--- config.mk ---
export PLATFORM = sky130hd
export DESIGN_NAME = pnt_sequencer
export DESIGN_NICKNAME = d
export VERILOG_FILES = /design/src/rtl/polygon_node_transform_core_macros.svh /design/src/rtl/pnt_pkg.sv /design/src/rtl/pnt_sequencer.sv
export SDC_FILE = /design/constraint.sdc
export NUM_CORES = 1
export LEC_CHECK = 0
export BUFFER_PORTS_ARGS = -buffer_cell sky130_fd_sc_hd__buf_2
export CORE_MARGIN = 2
export CORE_UTILIZATION = 61
export DETAILED_ROUTE_END_ITERATION = 8
export PLACE_DENSITY = 0.84
export SETUP_SLACK_MARGIN = 0.3
export SLEW_MARGIN = 5
export SYNTH_ARGS = -nofsm -noshare
export SYNTH_HDL_FRONTEND = slang
export SYNTH_SLANG_ARGS = --single-unit
--- constraint.sdc ---
create_clock -name clk -period 24.5 [get_ports clk]
set_input_delay 4.9 -clock clk [delete_from_list [all_inputs] [get_ports clk]]
set_output_delay 4.9 -clock clk [all_outputs]
set_load 0.01 [all_outputs]
--- src/rtl/polygon_node_transform_core_macros.svh ---
// Assertion macros for the polygon node transform core.
// Depends on nothing; included by the files that carry assertions.
`ifndef POLYGON_NODE_TRANSFORM_CORE_MACROS_SVH
`define POLYGON_NODE_TRANSFORM_CORE_MACROS_SVH

// Same-cycle implication, disabled while reset is high.
`define PNT_ASSERT_NOW(label, clk, rst, ante, cons, msg) \
  label: assert property (@(posedge clk) disable iff (rst) (ante) |-> (cons)) \
    else $error(msg);

// Next-cycle implication, disabled while reset is high.
`define PNT_ASSERT_NEXT(label, clk, rst, ante, cons, msg) \
  label: assert property (@(posedge clk) disable iff (rst) (ante) |=> (cons)) \
    else $error(msg);

`endif

--- src/rtl/pnt_pkg.sv ---
// Shared types and constants of the polygon node transform core.
// Depends on nothing; imported by every module of the block.
package pnt_pkg;

  localparam int MAX_NODES = 65536;
  localparam int CNT_W     = $clog2(MAX_NODES + 1);
  localparam int IDX_W     = 16;
  localparam int COEFF_W   = 24;
  localparam int COORD_W   = 32;
  localparam int REG_IDX_W = 2;

  localparam logic [COEFF_W-1:0] COEFF_PERP_RESET       = COEFF_W'(0);
  localparam logic [COEFF_W-1:0] COEFF_NEIGHBOURS_RESET = COEFF_W'(16384);
  localparam logic [COEFF_W-1:0] COEFF_SELF_RESET       = COEFF_W'(32768);

  typedef enum logic [REG_IDX_W-1:0] {
    REG_COEFF_PERP       = 2'd0,
    REG_COEFF_NEIGHBOURS = 2'd1,
    REG_COEFF_SELF       = 2'd2
  } cfg_reg_e;

  typedef struct packed {
    logic [COORD_W-1:0] node_x;
    logic [COORD_W-1:0] node_y;
    logic               last_node;
  } in_beat_t;

  typedef struct packed {
    logic [COORD_W-1:0] new_x;
    logic [COORD_W-1:0] new_y;
    logic [IDX_W-1:0]   node_index;
    logic               last_result;
    logic               bad_polygon;
  } out_beat_t;

  typedef struct packed {
    logic [COORD_W-1:0] x;
    logic [COORD_W-1:0] y;
  } node_t;

  typedef struct packed {
    logic [COEFF_W-1:0] perp;
    logic [COEFF_W-1:0] neighbours;
    logic [COEFF_W-1:0] self_w;
  } coeff_t;

  // One result to compute: predecessor, node and successor plus tags.
  typedef struct packed {
    logic             valid;
    node_t            p;
    node_t            c;
    node_t            s;
    logic [IDX_W-1:0] index;
    logic             last_result;
    logic             bad_polygon;
  } job_t;

  typedef struct packed {
    logic             tail_busy;
    logic [CNT_W-1:0] node_count;
  } seq_status_t;

endpackage

--- src/rtl/pnt_sequencer.sv ---
// Node history and result sequencing of the polygon node transform core.
// Depends on pnt_pkg.
module pnt_sequencer (
  input  logic                 clk,
  input  logic                 rst,
  input  logic                 in_valid,
  output logic                 in_ready,
  input  pnt_pkg::in_beat_t    in_data,
  output pnt_pkg::job_t        job,
  input  logic                 job_ready,
  output pnt_pkg::seq_status_t status
);
  import pnt_pkg::*;

  typedef enum logic [1:0] {
    TAIL_IDLE,
    TAIL_PREV,
    TAIL_FIRST
  } tail_state_t;

  localparam logic [CNT_W-1:0] CNT_MAX = CNT_W'(MAX_NODES);
  localparam logic [CNT_W-1:0] CNT_ONE = CNT_W'(1);
  localparam logic [CNT_W-1:0] CNT_TWO = CNT_W'(2);

  tail_state_t      tail_state;
  node_t            first_node;
  node_t            second_node;
  node_t            older_node;
  node_t            newer_node;
  logic [CNT_W-1:0] node_count;
  logic [IDX_W-1:0] tail_index;

  node_t            cur;
  logic             accept;
  logic             in_window;
  logic [IDX_W-1:0] prev_index;

  assign cur.x      = in_data.node_x;
  assign cur.y      = in_data.node_y;
  assign in_ready   = job_ready && (tail_state == TAIL_IDLE);
  assign accept     = in_valid && in_ready;
  assign in_window  = (node_count >= CNT_TWO) && (node_count < CNT_MAX);
  assign prev_index = IDX_W'(node_count - CNT_ONE);

  assign status.tail_busy  = (tail_state != TAIL_IDLE);
  assign status.node_count = node_count;

  always_ff @(posedge clk) begin
    if (rst) begin
      tail_state  <= TAIL_IDLE;
      job.valid   <= 1'b0;
      node_count  <= '0;
      first_node  <= '0;
      second_node <= '0;
      older_node  <= '0;
      newer_node  <= '0;
    end else if (accept) begin
      older_node <= newer_node;
      newer_node <= cur;
      job.p      <= older_node;
      job.c      <= newer_node;
      job.s      <= cur;
      job.index  <= prev_index;
      if (!in_data.last_node) begin
        job.valid       <= in_window;
        job.last_result <= 1'b0;
        job.bad_polygon <= 1'b0;
        if (node_count == '0) begin
          first_node <= cur;
        end
        if (node_count == CNT_ONE) begin
          second_node <= cur;
        end
        if (node_count < CNT_MAX) begin
          node_count <= node_count + CNT_ONE;
        end
      end else begin
        node_count <= '0;
        job.valid  <= 1'b1;
        if (in_window) begin
          // Valid polygon: the two closing results follow from the tail.
          job.last_result <= 1'b0;
          job.bad_polygon <= 1'b0;
          tail_index      <= IDX_W'(node_count);
          tail_state      <= TAIL_PREV;
        end else begin
          job.index       <= '0;
          job.last_result <= 1'b1;
          job.bad_polygon <= 1'b1;
        end
      end
    end else if (job_ready) begin
      unique case (tail_state)
        TAIL_PREV: begin
          job.valid       <= 1'b1;
          job.p           <= older_node;
          job.c           <= newer_node;
          job.s           <= first_node;
          job.index       <= tail_index;
          job.last_result <= 1'b0;
          job.bad_polygon <= 1'b0;
          tail_state      <= TAIL_FIRST;
        end
        TAIL_FIRST: begin
          job.valid       <= 1'b1;
          job.p           <= newer_node;
          job.c           <= first_node;
          job.s           <= second_node;
          job.index       <= '0;
          job.last_result <= 1'b1;
          job.bad_polygon <= 1'b0;
          tail_state      <= TAIL_IDLE;
        end
        default: begin
          job.valid <= 1'b0;
        end
      endcase
    end
  end

endmodule

After elaboration in Yosys (flattened, before gate mapping)
Index checks and enable logic that the tools add are counted.
Word-level totals
  bits in registers: 502
  input bits: 69
  word-level logic and storage cells: 64
Operators by class
  $add $sub $neg: 2
  $lt $le $gt $ge: 2
  equal/unequal tests: 5
  mux-type cells: 16
  bitwise gates (word level): 2
  reductions and logical operators: 16
Operator list (number)
  $mux W211: 2
  $pmux W210 S2: 1
  $mux W17: 2
  $mux W16: 2
  $add A17 B1 Y17 const B: 1
  $eq A17 B1 Y1 const B: 1
  $ge A17 B2 Y1 const B: 1
  $logic_not A17 Y1: 1
  $lt A17 B17 Y1 const B: 1
  $sub A16 B1 Y16 const B: 1
  $mux W2: 6
  $reduce_and A3 Y1: 3
  $reduce_and A4 Y1: 2
  $reduce_bool A2 Y1: 3
  $pmux W2 S2: 1
  $logic_and A1 B1 Y1: 3
  $reduce_bool A3 Y1: 1
  $eq A2 B1 Y1 const B: 1
  $eq A2 B2 Y1 const B: 1
  $logic_not A2 Y1: 1
  $mux W1: 2
  $ne A2 B1 Y1 const B: 1
  $ne A2 B2 Y1 const B: 1
  $not A1 Y1: 2
  2 further kinds: 2

Logic depth before layout (Yosys ltp)
Gate-level depths: netlist (run 1).
  depth after elaboration: 5
  depth in mapped cells: 9

Worst setup path after synthesis (run 1)
Ideal clock, no wire load.
  path type: input-to-reg
  from: input port job_ready
  to: register job[0] (netlist bit) (enable)
  library setup time: 0.600 ns
  arrival: 10.810 ns
  required time: 23.900 ns
  path slack: 13.090 ns
  cell stages on the path: 5
  path buffers: 3
  cell sequence: clkbuf_1 > and3_1 > clkbuf_1 > clkbuf_1 > o311a_1
Between the ends
  cells in the longest elaborated chain, start to end: 4
  elaborated cells between the ends (all ways): 5
  classes of those cells: reduce/logical (5)
RTL lines
  start, declared: line pnt_sequencer.sv:10  | input logic job_ready,
  $logic_and A1 B1 Y1: line pnt_sequencer.sv:40  | assign in_ready = job_ready && (tail_state == TAIL_IDLE);
  $logic_and A1 B1 Y1: line pnt_sequencer.sv:41  | assign accept = in_valid && in_ready;
  $reduce_bool A3 Y1 (no line) / $reduce_bool A2 Y1 (equally long branches)
  $reduce_and A3 Y1 (no line) (*)
  end, declared: line pnt_sequencer.sv:9  | output pnt_pkg::job_t job,
Every way passes the cells marked *; elsewhere a longest branch is shown, timed or not.
A chain may end at the register's enable or synchronous reset.

Final worst setup path (run 1)
  from: input port job_ready
  to: output port in_ready
Between the ends
  cells in the longest elaborated chain, start to end: 1
RTL lines
  $logic_and A1 B1 Y1: line pnt_sequencer.sv:40
  end, declared: line pnt_sequencer.sv:7  | output logic in_ready,
No other way between the ends.

==> out/results.ini, run 1 <==
[placed_design]
gp_congestion=0.864
hpwl_mm=28.9
io_buffers=298
placed_cells=2412

[run]
drv_cap=0

[pwr]
ir_drop_v=0.0000562
p_per_area_mw_per_mm2=72.8
total_power_w=0.00170
leakagePower_nw=9.19

[synthesis]
synth-edff-count=226
ys_seq_area_share_pct=61.0
synth_ff_type=dfxtp_1
async_flop_share_pct=0
synth.distinct_cells=49
yosys_warnings=0
ys_ff_latch=502
synthCells=1787
syn_nets=1864
mappedNetlistArea_mm2=0.0202
synth_area_per_cell_um2=11.3

[setup_path]
path_class=in -> out
slowest_stage=buf_2
reg2reg_depth=6
r2r-end=job[55]$_DFFE_PP_
start_kind=input pin
cp.required_ps=19600
path_cells=buf_2 -> and2_1 -> buf_2
cp.arrival_ps=5410
crit_buf_inv=2
reg2reg_slack_ps=20600
cp_top_family=buffers and inverters
cpMostUsedCell=buf_2
worstPathMaxFanout=11
timing.rr.start=tail_state[0]$_SDFFE_PP0P_
setup.worst_path.end_class=primary output
critPathMaxStageDelay_ps=230

[clock_network]
cts_tree=done
clk_pin_slew_ps=60
hold_buffers=0
clk_latency_ps=540
clock-sinks=502
ctsResizeCount=0
cts_buffers=48
root_buffer=clkbuf_16
cts_buffer_depth=3
post_cts_buffers=0
htree_num_levels=2

[route]
drt_pass1_iterations=5
wl_mm=46.9
drc=0
first_iter_violations=1008
drt.antenna.violating_nets=0
viasPerCell=5.75
detail_route.wl_per_cell_um=18.7
num_vias=14400

[floorplanning]
core_mm2=0.0325
start_util_pct=62.1
die_y_um=186
fp-row-count=66
dieArea_mm2=0.0346
io_pins=299
die_w_um=186

[min_path]
min_path_cells=2
whs_endpoint=older_node[38]$_SDFFE_PP0P_
worstHoldStart=older_node[38]$_SDFFE_PP0P_
hold_class=reg -> reg

[timing]
fin_worst_skew_ps=19.5
fmax_ghz=0.0970
fin_tns_setup_ps=0
max-slew-margin-rel_pct=29.7
rsz0062_at_grt=false
finalCriticalPeriod_ps=10310
setup_viol=0
whs_ps=451
period_share_pct=42.1
finalHoldViolCount=0
tightest_slew_ps=1050
final_max_slew_viol_count=0

[grt]
globalRouteTotalUtil_pct=26.6
antenna_found_initial=4
grt_pass1_vias=14200
overflow=0
grt_max_degree=99
grt_pass1_wl_mm=72.5

[finish]
fin_util_pct=71.6
layout-drive-gt1-share_pct=25.6
final_cell_count_no_fill=2503
final_nets=2097
syn_to_final_growth_pct=15.4
fillCellCount=2253

[outcome]
outcome=finished clean

-- kinds of logic (layout without fill, tap and decap cells) --
group / Yosys count / in the layout / synth area share (%)
adders and majority gates: 8 / 8 / 0.496
and+or+nand+nor: 551 / 551 / 11.1
AOI/OAI and AO/OA: 249 / 249 / 6.51
muxes: 321 / 321 / 16.7
DFF: 502 / 502 / 61.0
xor gates and xnor gates: 17 / 17 / 0.737
other: 0 / 3 / 0
buffers and inverters: 139 / 410 / 3.49
-- power by group --
part           switching, W  internal, W  leakage (nW)   total, W
sequential        0.0000109     0.000891          4.36   0.000902
clock              0.000299     0.000412         0.752   0.000711
combinational     0.0000547    0.0000285          4.09  0.0000832
total              0.000364      0.00133          9.19    0.00170
-- layout make-up --
class,instances,area [um^2],share of cell area [%]
Sequential cell,502,12300,52.9
Multi-Input combinational cell,1146,7250,31.1
Timing Repair Buffer,314,1610,6.93
Clock buffer,77,1440,6.19
Tap cell,442,553,2.37
Clock inverter,11,77.6,0.333
Inverter,8,35.0,0.150
Antenna cell,3,7.51,0.0322
-- registers in the layout, summed over array words and instances, names as in the netlist --
register     flops
tail_state       2
newer_node      64
job            211
node_count      17
tail_index      16
first_node      64
second_node     64
older_node      64
-- worst max path at each step --
stage | startpoint | end | cells past startpoint | slack [ps]
3_5_place_dp | job_ready | in_ready | 3 | 14200
6_report | job_ready | in_ready | 3 | 14190
2_1_floorplan | job_ready | job[0]$_SDFFCE_PN0P_ | 5 | 13090
5_1_grt | job_ready | in_ready | 3 | 14160
4_1_cts | job_ready | in_ready | 3 | 14190
3_3_place_gp | job_ready | in_ready | 3 | 14190
-- stage by stage --
| stage | worst slack (ps) | instance area (um^2) |
|---|---|---|
| global placement | 14190 | 21800 |
| CTS | 14190 | 23300 |
| floorplan | 13090 | 20200 |
| detailed placement | 14200 | 21800 |
| global route | 14160 | 23300 |
| finish | 14190 | 23300 |
-- synthesized netlist by cell type, drive strengths merged (3+ instances only) --
master	instances	area [um^2]
a21oi	140	701
a31oi	4	25.0
and3	4	25.0
buf	27	284
clkbuf	104	390
dfxtp	276	5530
edfxtp	226	6790
ha	8	100
inv	7	26.3
mux2	128	1440
mux2i	193	1930
nand2	477	1790
nand3	11	55.1
nand4	3	18.8
nor2	16	60.1
nor3	6	30.0
nor4	9	71.3
o21ai	86	430
o31ai	5	37.5
or3	3	18.8
or4	12	93.8
xnor2	15	131
-- layer usage --
layer | global-route usage, % | part of all wire, %
met1 | 33.8 | 40
met2 | 46.0 | 50
met3 | 4.70 | 7.4
met4 | 9.26 | 2.7
met5 | 0 | 0.028
-- layout by cell type, fill, tap and decap left out, types with 3 or more instances in the layout --
master,instances
nor3_1,6
ha_1,7
o31ai_1,5
nor2_1,16
mux2i_1,193
nand3_1,9
nor4_1,8
clkbuf_16,49
buf_4,17
nand2_1,476
nand4_1,3
edfxtp_1,226
or4_1,11
or3_1,3
buf_2,297
dfxtp_1,276
o21ai_0,86
xnor2_1,15
diode_2,3
clkbuf_1,17
clkinv_2,8
a21oi_1,140
mux2_2,128
inv_1,7
a31oi_1,3
clkbuf_8,11
-- tightest hold or removal path, cell delays in order (launching register included) --
cell     delay [ps]
dfxtp_1         310
nand2_1          50
a21oi_1          50
Power figures use the tool's default switching activity.
==> run 2: changes to the inputs <==
--- a/config.mk
+++ b/config.mk
@@ -7,9 +7,9 @@
 export LEC_CHECK = 0
 export BUFFER_PORTS_ARGS = -buffer_cell sky130_fd_sc_hd__buf_2
 export CORE_MARGIN = 2
-export CORE_UTILIZATION = 61
+export CORE_UTILIZATION = 57
 export DETAILED_ROUTE_END_ITERATION = 8
-export PLACE_DENSITY = 0.84
+export PLACE_DENSITY = 0.79
 export SETUP_SLACK_MARGIN = 0.3
 export SLEW_MARGIN = 5
 export SYNTH_ARGS = -nofsm -noshare
==> constraint.sdc (replaced) <==
create_clock -name clk -period 10.19 [get_ports clk]
set_input_delay 2.038 -clock clk [delete_from_list [all_inputs] [get_ports clk]]
set_output_delay 2.038 -clock clk [all_outputs]
set_load 0.01 [all_outputs]
==> out/results.ini, run 2 (synthesis results as in run 1) <==
[outcome]
outcome=finished clean

[setup_path]
path_cells=buf_2 -> and3_4 -> buf_4 -> o311a_4 -> buf_12
reg2reg_slack_ps=5930
cp.arrival_ps=5250
start_kind=input pin
slowest_stage=buf_4
setup.worst_path.end_class=flip-flop
reg2reg_depth=6
crit_buf_inv=3
timing.rr.start=tail_state[0]$_SDFFE_PP0P_
r2r-end=job[120]$_DFFE_PP_
worstPathMaxFanout=166
critPathMaxStageDelay_ps=720
cp_top_family=buffers and inverters
cp.required_ps=10370
path_class=in -> reg

[finish]
final_cell_mix=476 x nand2_1, 297 x buf_2, 276 x dfxtp_1
layout-drive-gt1-share_pct=25.4
largest_register_ffs=211
fin_util_pct=67.3
fillCellCount=2612
final_nets=2094
regMostFlops=job
syn_to_final_growth_pct=15.6
final_cell_count_no_fill=2518
final_common_cell=nand2_1

[floorplanning]
die_y_um=192
fp-row-count=68
io_pins=299
core_mm2=0.0347
start_util_pct=58.2
die_w_um=192
dieArea_mm2=0.0369

[clock_network]
root_buffer=clkbuf_16
clk_latency_ps=560
hold_buffers=0
cts_buffer_depth=3
cts_buffers=50
post_cts_buffers=0
ctsResizeCount=0
htree_num_levels=2
clk_pin_slew_ps=60
cts_tree=done
clock-sinks=502

[timing]
finalHoldViolCount=0
fin_worst_skew_ps=9.62
period_share_pct=49.8
rsz0062_at_grt=false
final_max_slew_viol_count=0
finalCriticalPeriod_ps=5070
setup_viol=0
fin_tns_setup_ps=0
fmax_ghz=0.197
max-slew-margin-rel_pct=17.0
tightest_slew_ps=1240
whs_ps=451

[grt]
overflow=0
grt_max_degree=167
antenna_found_initial=5
grt_pass1_wl_mm=72.2
globalRouteTotalUtil_pct=24.9
grt_pass1_vias=13700

[min_path]
hold_class=reg -> reg
whs_endpoint=older_node[0]$_SDFFE_PP0P_
min_path_cells=2
worstHoldStart=older_node[0]$_SDFFE_PP0P_

[route]
first_iter_violations=1026
drt.antenna.violating_nets=0
detail_route.wl_per_cell_um=18.7
viasPerCell=5.65
drc=0
wl_mm=47.0
num_vias=14200
drt_pass1_iterations=5

[pwr]
p_per_area_mw_per_mm2=177
leakagePower_nw=9.20
ir_drop_v=0.000131

[placed_design]
placed_cells=2420
hpwl_mm=28.2
io_buffers=298
gp_congestion=0.802

[run]
drv_cap=0

run 2: cell type report:
type	count	area, um^2	area share, %
inverter	8	35.0	0.150
timing repair buffer	309	1590	6.81
sequential	502	12300	52.7
multi-input combinational	1146	7250	31.1
antenna	4	10.0	0.0429
clock inverter	18	115	0.493
tap	455	569	2.44
clock buffer	76	1460	6.26
run 2: metrics by stage:
stage / total power, W / cell area, um^2 / setup slack, ps
2_1_floorplan: 0.00234 / 20200 / 1640
3_3_place_gp: 0.00240 / 21800 / 4770
3_5_place_dp: 0.00241 / 21800 / 4720
4_1_cts: 0.00416 / 23300 / 5300
5_1_grt: 0.00426 / 23300 / 5030
6_report: 0.00414 / 23300 / 5120
run 2: power by group:
| group | internal, W | total [W] | switching [W] |
|---|---|---|---|
| Clock | 0.00102 | 0.00177 | 0.000755 |
| Sequential | 0.00214 | 0.00217 | 0.0000263 |
| Combinational | 0.0000681 | 0.000197 | 0.000129 |
run 2: how the worst max path moves through the flow:
stage,from,slack [ps],cells past startpoint,to
global placement,job_ready,4770,5,job[193]$_DFFE_PP_
detailed placement,job_ready,4720,5,job[139]$_DFFE_PP_
floorplan,job_ready,1640,5,job[0]$_SDFFCE_PN0P_
CTS,job_ready,5300,5,job[191]$_DFFE_PP_
global route,job_ready,5030,5,job[6]$_DFFE_PP_
finish,job_ready,5120,5,job[120]$_DFFE_PP_
run 2: tightest hold or removal path, delay by kind of cell, from the launching register on:
| family | cells | cell delay (ps) |
|---|---|---|
| DFF | 1 | 300 |
| and+or+nand+nor | 1 | 50 |
| AOI/OAI and AO/OA | 1 | 50 |
run 2: routing by layer:
| metal | wire length (um) | track usage [%] |
|---|---|---|
| met4 | 1370 | 8.37 |
| met3 | 3740 | 4.26 |
| met5 | 12 | 0 |
| met2 | 22700 | 41.3 |
| met1 | 19200 | 33.1 |
==> run 3: changes to the inputs <==
--- a/config.mk
+++ b/config.mk
@@ -5,6 +5,7 @@
 export SDC_FILE = /design/constraint.sdc
 export NUM_CORES = 1
 export LEC_CHECK = 0
+export ABC_AREA = 1
 export BUFFER_PORTS_ARGS = -buffer_cell sky130_fd_sc_hd__buf_2
 export CORE_MARGIN = 2
 export CORE_UTILIZATION = 57
==> constraint.sdc (replaced) <==
create_clock -name clk -period 5.3 [get_ports clk]
set_input_delay 1.06 -clock clk [delete_from_list [all_inputs] [get_ports clk]]
set_output_delay 1.06 -clock clk [all_outputs]
set_load 0.01 [all_outputs]
==> out/results.ini, run 3 <==
[min_path]
hold_class=reg -> reg
min_path_cells=2

[clock_network]
cts_buffers=48
cts_buffer_depth=3
clk_latency_ps=570
clock-sinks=502
hold_buffers=0
htree_num_levels=2
post_cts_buffers=0
cts_tree=done
root_buffer=clkbuf_16
ctsResizeCount=0
clk_pin_slew_ps=60

[finish]
final_nets=2465
regMostFlops=job
final_cell_mix=648 x nand2_1, 297 x buf_2, 276 x dfxtp_1
syn_to_final_growth_pct=16.9
layout-drive-gt1-share_pct=16.4
largest_register_ffs=211
final_common_cell=nand2_1
final_area_mm2=0.0230

[setup_path]
path_cells=inv_1 -> ha_4 -> inv_1 -> nand2_2 -> buf_4 -> clkinv_1 -> nand2_1 -> o21ai_0
slowest_stage=ha_4
cpMostUsedCell=inv_1
critPathMaxStageDelay_ps=770
cp.required_ps=5600
start_kind=flip-flop
worstSetupPathDepth=8
cp.arrival_ps=3850
cp_top_family=buffers and inverters
path_class=reg -> reg
crit_buf_inv=4
setup.worst_path.end_class=flip-flop
worstPathMaxFanout=65
reg2reg_depth=8

[pwr]
total_power_w=0.00843
leakagePower_nw=9.35
power_frac_comb_pct=7.5
p_per_area_mw_per_mm2=366
clkPwrFrac_pct=42.0
pwr-share-seq_pct=50.5
p_switching_w=0.00197
power_switching_share_pct=23.4
ir_drop_v=0.000244
p_int_w=0.00646

[timing]
fmax_ghz=0.281
tightest_slew_ps=1110
setup_viol=0
fin_worst_skew_ps=22.5
finalCriticalPeriod_ps=3550
final_max_slew_viol_count=0
max-slew-margin-rel_pct=26.2
period_share_pct=67.1
rsz0062_at_grt=false
fin_tns_setup_ps=0
finalHoldViolCount=0
worst_slack_ps=1750

[grt]
grt_pass1_wl_mm=75.4
grt_max_degree=129
globalRouteTotalUtil_pct=26.2
grt_pass1_vias=14700
overflow=0
antenna_found_initial=6

[route]
drt_pass1_iterations=5
num_vias=15800
detail_route.wl_per_cell_um=16.7
viasPerCell=5.47
drt.antenna.violating_nets=0
first_iter_violations=1609
wl_mm=48.3
drc=0

[synthesis]
synth.distinct_cells=29
async_flop_share_pct=0
syn_nets=2238
synth_top_family_by_area=simple AND/OR/NAND/NOR gates
mappedNetlistArea_mm2=0.0197
yosys_warnings=0
synth.most_common_cell=nand2_1
ys_seq_area_share_pct=62.5
synth_commonest_cells=650 x nand2_1, 276 x dfxtp_1, 226 x edfxtp_1
yosys-mux-area-fraction_pct=0
yosys-top-cells-area=edfxtp_1 34%, dfxtp_1 28%, nand2_1 12%
synth_xor_area_share_pct=0.534
synth_ff_type=dfxtp_1
synth_top_area_share_pct=34.5
synth-edff-count=226
synth-compound-area-share_pct=12.2
synth_area_per_cell_um2=9.11
yosys.area_share.adder_pct=0.508
ys_ff_latch=502
synth_area_leader_cell=edfxtp_1
synthCells=2161
synthSimpleGateAreaFrac_pct=18.1

[outcome]
outcome=finished clean

[floorplanning]
die_w_um=190
start_util_pct=57.4
dieArea_mm2=0.0360
io_pins=299
core_mm2=0.0343
die_y_um=190
fp-row-count=68

[placed_design]
place_area_mm2=0.0214
hpwl_mm=29.2
pre_cts_slack_ps=1430
gp_congestion=0.881
io_buffers=298

[run]
drv_cap=0

## run 3: tightest hold or removal path: stages (launching register included)
cell and delay, ps:
dfxtp_1 310, nand2_1 60, a21oi_1 50
## run 3: power groups by stage
stage	clock network, W	logic, W	registers [W]
3_5_place_dp	0	0.000629	0.00434
5_1_grt	0.00372	0.000702	0.00427
2_1_floorplan	0	0.000375	0.00436
3_3_place_gp	0	0.000611	0.00433
4_1_cts	0.00358	0.000635	0.00425
6_report	0.00354	0.000636	0.00426
## run 3: cell type report
cell class / instances / area, um^2
diodes: 3 / 7.51
clock buffers: 55 / 1250
clock inverters: 35 / 378
fillers: 2665 / 11300
inverters: 160 / 603
multi-input cells: 1360 / 6210
flip-flops and latches: 502 / 12300
well taps: 455 / 569
repair buffers: 316 / 1680
## run 3: routing by layer
metal / track usage, % / part of all wire, % / vias to the layer above
met2: 41.0 / 46 / 672
met3: 4.10 / 7.1 / 127
met4: 12.9 / 4.3 / 4
li1: - / - / 7631
met5: 0 / 0.050 / -
met1: 35.7 / 42 / 7344
## run 3: final timing paths
| path | slack, ps | to | start |
|---|---|---|---|
| max | 1750 | job[3]$_DFFE_PP_ | tail_state[0]$_SDFFE_PP0P_ |
| min | 460 | older_node[9]$_SDFFE_PP0P_ | older_node[9]$_SDFFE_PP0P_ |
| max reg2reg | 1750 | job[3]$_DFFE_PP_ | tail_state[0]$_SDFFE_PP0P_ |
| min reg2reg | 460 | older_node[9]$_SDFFE_PP0P_ | older_node[9]$_SDFFE_PP0P_ |
## run 3: metrics by stage
step	util [%]	cells	hold WS (ps)
floorplan	-	2161	444
global placement	62.3	2793	451
detailed placement	62.3	2793	455
CTS	67.1	2883	464
global route	67.1	2885	482
finish	67.1	2886	464
## run 3: cell families after synthesis
group                      count (synthesis)
xor gates and xnor gates                  12
DFF                                      502
buffers and inverters                    299
adders and majority gates                  8
AOI/OAI and AO/OA                        428
and+or+nand+nor                          912
